File: config.mk
export PLATFORM = sky130hd
export DESIGN_NAME = timer_prescale_period_search_top
export DESIGN_NICKNAME = d
export VERILOG_FILES = /design/src/hw/rtl/tpps_pkg.sv /design/src/hw/rtl/timer_prescale_period_search_top.sv /design/src/hw/rtl/tpps_div.sv
export SDC_FILE = /design/constraint.sdc
export NUM_CORES = 1
export LEC_CHECK = 0
export BUFFER_PORTS_ARGS = -buffer_cell sky130_fd_sc_hd__buf_2
export CELL_PAD_IN_SITES_DETAIL_PLACEMENT = 0
export CELL_PAD_IN_SITES_GLOBAL_PLACEMENT = 1
export CORE_MARGIN = 5
export CORE_UTILIZATION = 52
export CTS_CLUSTER_DIAMETER = 200
export DETAILED_ROUTE_END_ITERATION = 10
export GPL_TIMING_DRIVEN = 0
export PLACE_DENSITY_LB_ADDON = 0.2
export SETUP_SLACK_MARGIN = 0.3
export SLEW_MARGIN = 0
export SYNTH_ARGS = -nofsm -noshare
export SYNTH_HDL_FRONTEND = slang
export SYNTH_SLANG_ARGS = --single-unit
File: constraint.sdc
create_clock -name clk -period 8.9 [get_ports clk]
set_clock_uncertainty 0.05 [all_clocks]
set_input_delay 0.89 -clock clk [delete_from_list [all_inputs] [get_ports clk]]
set_output_delay 0.89 -clock clk [all_outputs]
set_load 0.1 [all_outputs]
File: src/hw/rtl/tpps_pkg.sv
// Shared constants and types for the timer prescaler and period search block.
package tpps_pkg;

  // Width of the timer's prescaler and reload counters.
  localparam int COUNTER_BITS = 16;

  localparam int DATA_W  = 32;
  localparam int FIELD_W = 16;
  localparam int CNT_W   = $clog2(DATA_W);

  // Last prescaler value; reaching it ends the search as not found.
  localparam logic [COUNTER_BITS-1:0] P_LAST = {COUNTER_BITS{1'b1}};
  // A quotient above this gives a reload value past the counter range.
  localparam logic [DATA_W:0] QUOT_MAX = (DATA_W + 1)'(1) << COUNTER_BITS;

  localparam logic [CNT_W-1:0] CNT_LAST = CNT_W'(DATA_W - 1);

  typedef struct packed {
    logic              done;
    logic              rem_zero;
    logic [DATA_W-1:0] quot;
  } div_res_t;

  typedef enum logic [3:0] {
    S_IDLE  = 4'b0001,
    S_CHECK = 4'b0010,
    S_DIV   = 4'b0100,
    S_DONE  = 4'b1000
  } state_t;

endpackage

File: src/hw/rtl/timer_prescale_period_search_top.sv
// Timer prescaler and reload period search: top level with sequencer and result register.
// Given a target update frequency, the block tries prescalers p = 1, 2, ... and for each
// one divides the core clock (written on the cfg port, 72000000 after reset) by
// (p+1)*target_hz, stopping at the first exact division whose reload value (quotient - 1)
// fits the counter. It returns found, prescale and period, or all zeros when no pair
// exists or target_hz is zero. One item is searched at a time: each tried prescaler takes
// one range check and then a bit-serial division. The search stops early once
// (p+1)*target_hz exceeds the core clock. A new item is taken while the previous result
// still waits on the output.
module timer_prescale_period_search_top
  import tpps_pkg::*;
(
  input  logic               clk,
  input  logic               rst,
  input  logic               cfg_valid,
  output logic               cfg_ready,
  input  logic [DATA_W-1:0]  core_clock,
  input  logic               in_valid,
  output logic               in_ready,
  input  logic [DATA_W-1:0]  target_hz,
  output logic               out_valid,
  input  logic               out_ready,
  output logic               found,
  output logic [FIELD_W-1:0] prescale,
  output logic [FIELD_W-1:0] period
);

  state_t                  state, state_next;
  logic [DATA_W-1:0]       clk_hz;
  logic [DATA_W-1:0]       hz, hz_next;
  logic [DATA_W:0]         div_val, div_val_next;
  logic [COUNTER_BITS-1:0] p, p_next;
  logic                    res_found, res_found_next;
  logic [FIELD_W-1:0]      res_pres, res_pres_next;
  logic [FIELD_W-1:0]      res_per, res_per_next;
  logic                    div_start;
  logic                    load_out;
  div_res_t                dres;
  logic [DATA_W-1:0]       p_wide;
  logic [DATA_W-1:0]       quot_m1;

  assign cfg_ready = 1'b1;
  assign in_ready  = (state == S_IDLE);
  assign p_wide    = DATA_W'(p);
  assign quot_m1   = dres.quot - DATA_W'(1);

  tpps_div u_div (
    .clk      (clk),
    .rst      (rst),
    .start    (div_start),
    .dividend (clk_hz),
    .divisor  (div_val[DATA_W-1:0]),
    .res      (dres)
  );

  always_comb begin
    state_next     = state;
    hz_next        = hz;
    div_val_next   = div_val;
    p_next         = p;
    res_found_next = res_found;
    res_pres_next  = res_pres;
    res_per_next   = res_per;
    div_start      = 1'b0;
    load_out       = 1'b0;
    unique case (state)
      S_IDLE: begin
        if (in_valid) begin
          hz_next        = target_hz;
          div_val_next   = {target_hz, 1'b0};
          p_next         = COUNTER_BITS'(1);
          res_found_next = 1'b0;
          res_pres_next  = '0;
          res_per_next   = '0;
          state_next     = (target_hz == '0) ? S_DONE : S_CHECK;
        end
      end
      S_CHECK: begin
        // divisor above the clock means quotient zero: nothing larger can work
        if (p == P_LAST || div_val > {1'b0, clk_hz}) begin
          state_next = S_DONE;
        end else begin
          div_start  = 1'b1;
          state_next = S_DIV;
        end
      end
      S_DIV: begin
        if (dres.done) begin
          if (dres.rem_zero && {1'b0, dres.quot} <= QUOT_MAX) begin
            res_found_next = 1'b1;
            res_pres_next  = p_wide[FIELD_W-1:0];
            res_per_next   = quot_m1[FIELD_W-1:0];
            state_next     = S_DONE;
          end else begin
            p_next       = p + COUNTER_BITS'(1);
            div_val_next = div_val + {1'b0, hz};
            state_next   = S_CHECK;
          end
        end
      end
      S_DONE: begin
        if (!out_valid || out_ready) begin
          load_out   = 1'b1;
          state_next = S_IDLE;
        end
      end
      default: state_next = S_IDLE;
    endcase
  end

  always_ff @(posedge clk) begin
    if (rst) begin
      state     <= S_IDLE;
      clk_hz    <= DATA_W'(72000000);
      out_valid <= 1'b0;
    end else begin
      state <= state_next;
      if (cfg_valid && cfg_ready) begin
        clk_hz <= core_clock;
      end
      if (load_out) begin
        out_valid <= 1'b1;
      end else if (out_ready) begin
        out_valid <= 1'b0;
      end
    end
  end

  always_ff @(posedge clk) begin
    hz        <= hz_next;
    div_val   <= div_val_next;
    p         <= p_next;
    res_found <= res_found_next;
    res_pres  <= res_pres_next;
    res_per   <= res_per_next;
    if (load_out) begin
      found    <= res_found;
      prescale <= res_pres;
      period   <= res_per;
    end
  end

  a_div_in_range: assert property (@(posedge clk) disable iff (rst)
      state == S_DIV |-> div_val <= {1'b0, clk_hz})
    else $error("division running with divisor above core clock");
  a_done_in_div: assert property (@(posedge clk) disable iff (rst)
      dres.done |-> state == S_DIV)
    else $error("divider result outside of divide state");
  a_miss_zero: assert property (@(posedge clk) disable iff (rst)
      out_valid && !found |-> prescale == '0 && period == '0)
    else $error("not-found result carries nonzero fields");

endmodule

File: src/hw/rtl/tpps_div.sv
// Bit-serial restoring divider, one quotient bit per cycle.
module tpps_div
  import tpps_pkg::*;
(
  input  logic              clk,
  input  logic              rst,
  input  logic              start,
  input  logic [DATA_W-1:0] dividend,
  input  logic [DATA_W-1:0] divisor,
  output div_res_t          res
);

  logic              busy;
  logic              done;
  logic [CNT_W-1:0]  cnt;
  logic [DATA_W-1:0] dvd_sr;
  logic [DATA_W-1:0] dvs;
  logic [DATA_W-1:0] rem;
  logic [DATA_W-1:0] quot;

  logic [DATA_W:0]   trial;
  logic              ge;
  logic [DATA_W:0]   diff;

  assign trial = {rem, dvd_sr[DATA_W-1]};
  assign ge    = trial >= {1'b0, dvs};
  assign diff  = trial - {1'b0, dvs};

  always_ff @(posedge clk) begin
    if (rst) begin
      busy <= 1'b0;
      done <= 1'b0;
      cnt  <= '0;
    end else begin
      done <= 1'b0;
      if (start) begin
        busy <= 1'b1;
        cnt  <= '0;
      end else if (busy) begin
        cnt <= cnt + CNT_W'(1);
        if (cnt == CNT_LAST) begin
          busy <= 1'b0;
          done <= 1'b1;
        end
      end
    end
  end

  always_ff @(posedge clk) begin
    if (start) begin
      dvd_sr <= dividend;
      dvs    <= divisor;
      rem    <= '0;
      quot   <= '0;
    end else if (busy) begin
      dvd_sr <= {dvd_sr[DATA_W-2:0], 1'b0};
      // remainder stays below the divisor, so the top bit drops
      rem    <= ge ? diff[DATA_W-1:0] : trial[DATA_W-1:0];
      quot   <= {quot[DATA_W-2:0], ge};
    end
  end

  assign res.done     = done;
  assign res.rem_zero = (rem == '0);
  assign res.quot     = quot;

  a_no_restart: assert property (@(posedge clk) disable iff (rst) start |-> !busy)
    else $error("divider started while busy");
  a_done_idle: assert property (@(posedge clk) disable iff (rst) done |-> !busy)
    else $error("divider done while still busy");

endmodule
==> impl_metrics.ini <==
[outcome]
status = finished clean

[placement]
place_hpwl_um = 31380
portBuffers = 101
place_ws_ns = 4.220
gp_congestion = 0.9154

[worst_hold_path]
hold_class = reg2reg

[final_layout]
area_growth_pct = 13.32
antenna_cells = 0
fin_util_pct = 59.85
drive_above_1_share_pct = 11.58
fillerInstances = 2707
layout.nets = 1931

[die]
ioPinCount = 105
placementRows = 65
die-area_mm2 = 0.03581
start_util_pct = 52.81
die_h_um = 189.2
die_w_um = 189.2
core-area_mm2 = 0.03164

[drt]
drcViolationCount = 0
ant_nets = 0
drt_iter0_markers = 982
num_vias = 12710
drt_wl_total_um = 41890
drt-pass1-iter-count = 5
wl_per_cell_um = 19.14
via_per_inst = 5.806

[grt]
grt_pass1_wl_um = 65910
antenna_found_initial = 0
grt_start_max_net_pins = 50
overflow = 0
grt.total_usage_pct = 22.87
grt_pass1_vias = 12220

[setup_path]
cp.arrival_ns = 4.60
required_ns = 8.98
crit_type = reg2reg
start_kind = flip-flop
worstSetupEndpointType = flip-flop
crit_fanout = 41

[clocking]
hold_buffers = 0
cts_setup_buffers = 0
cts-root-buf = clkbuf_16
h-tree-depth = 2
clock_latency_ns = 0.52
cts_num_sinks = 319
clkTransAtPathRegs_ns = 0.06
cts_tree = done
post_cts_resized = 0
cts_buffers = 35
clock_path_buffers = 3

[synthesis]
syn-num-nets = 1791
ys_ff_latch = 319
ys_warn_count = 0
yosys-top-cells-area = edfxtp_1 38%, dfxtp_1 13%, ha_1 7.5%, mux2i_1 3.5%, nor2_1 3.3%
synth_top_area_share_pct = 37.92
ys_seq_area_share_pct = 50.86
postSynthAreaPerCell_um2 = 10.31
netlist_instances = 1620
syn-cell-area_mm2 = 0.01671
ys.flop_type = edfxtp_1
synth_cell_types = 81
yosys.area.top_type = edfxtp_1
synth_edf_count = 211
async_reset_ff_share_pct = 0

[pwr]
finalPower_mw = 5.642
p_leak_nw = 7.646
powerDensity_mw_per_mm2 = 298.0
irDropWorstVdd_mv = 0.1685

[timing]
rsz0062_at_grt = no
worst_slack_ns = 4.382
max_freq_ghz = 0.2213
hold_viol_final = 0
setup_viol_count_final = 0
period_share_pct = 50.76
slew_viol_final = 0
whs_ns = 0.3668
slew_headroom_pct = 20.87
setup_tns_ns = 0
worstMarginPinSlew_ns = 1.170
period_needed_ns = 4.518

[flow_run]
cap_violations = 0
## layer usage
| layer | track usage (%) | wire (µm) | part of all wire [%] |
|---|---|---|---|
| met1 | 32.75 | 19570 | 47 |
| met2 | 37.05 | 19170 | 46 |
| met3 | 3.614 | 2344 | 5.6 |
| met4 | 5.175 | 816 | 1.9 |
| met5 | 0 | 0 | 0 |
## placed cells by master (no fill, tap or decap), types with 13 or more instances in the layout
master / count
a21oi_1: 68
o21ai_0: 81
a31oi_1: 29
buf_2: 113
nor4_1: 26
inv_1: 95
clkbuf_16: 36
nand4_1: 16
dfxtp_1: 108
nor3_1: 29
and3_1: 14
nand2_1: 124
ha_1: 100
nand3_1: 53
and2_1: 24
xor2_1: 22
o21ai_1: 61
nor2_1: 149
a211oi_1: 17
a21o_1: 47
nor2b_1: 13
o211ai_1: 13
edfxtp_1: 211
xnor2_1: 43
clkbuf_1: 57
o21a_1: 16
mux2i_1: 59
## synth_stat cells, types with 16 or more instances
cell type	number
nor2_1	149
dfxtp_1	108
nand3_1	53
xnor2_1	43
nand2_1	125
clkbuf_1	48
o21ai_1	61
a21o_1	47
a211oi_1	17
nor4_1	26
a21oi_1	68
inv_1	95
o21a_1	16
nor3_1	30
a31oi_1	29
xor2_1	22
mux2i_1	59
o21ai_0	81
nand4_1	16
and2_1	25
ha_1	100
edfxtp_1	211
## worst max-delay path: stages (launching register included)
cell and delay (ns):
edfxtp_1 0.46, ha_1 0.33, a21o_1 0.17, a21o_1 0.18, a211o_1 0.31, a221oi_1 0.43, o21ai_1 0.22, o21ai_2 0.32
nand3_1 0.36, inv_2 0.15, buf_2 0.30, buf_2 0.80
## path summary, 6_finish.rpt
| check | start | end | slack, ns | cells after the start |
|---|---|---|---|---|
| max | div_val[2] | u_div.dvs[12] | 4.38 | 11 |
| min reg2reg | res_per[0] | period[0] | 0.37 | 0 |
| min | res_per[0] | period[0] | 0.37 | 0 |
| max reg2reg | div_val[2] | u_div.dvs[12] | 4.38 | 11 |
## state kept, by name, indices dropped and copies added, names as in the netlist, 5 cells and up
signal and cells:
clk_hz 32, div_val 33, hz 32, p 16, period 16, prescale 16
res_per 16, res_pres 16, u_div.cnt 5, u_div.dvd_sr 32, u_div.dvs 32, u_div.quot 32
u_div.rem 32
## per-stage QoR
| stage | instances | cell area, µm² |
|---|---|---|
| final | 2189 | 18930 |
| after global routing | 2189 | 18930 |
| after CTS | 2189 | 18930 |
| after detailed placement | 2125 | 17760 |
| after global placement | 2123 | 17720 |
| after floorplan | 1620 | 16710 |
## cell type report
type	count	area (µm²)	share of cell area, %
tap	402	503.0	2.657
buffer	67	292.8	1.546
clock inverter	13	152.6	0.8062
multi-input combinational	1137	7577	40.02
timing repair buffer	103	528.0	2.789
sequential	319	8498	44.88
inverter	97	364.1	1.923
clock buffer	51	1017	5.373
## cells by family (layout without fill, tap and decap cells)
logic type,after synthesis,in the layout,share of synthesized area (%)
compound gates,405,405,15.84
xor+xnor,65,65,3.407
fa+ha+maj,102,102,7.729
buf+inv,164,331,3.932
flops,319,319,50.86
mux,62,62,3.737
other cells,1,1,0.02245
simple gates,502,502,14.47
## power by group
group	switching (mW)	internal, mW
Clock	0.588	0.884
Sequential	0.235	1.93
Combinational	1.21	0.794
(Power assumes the default switching activity.)
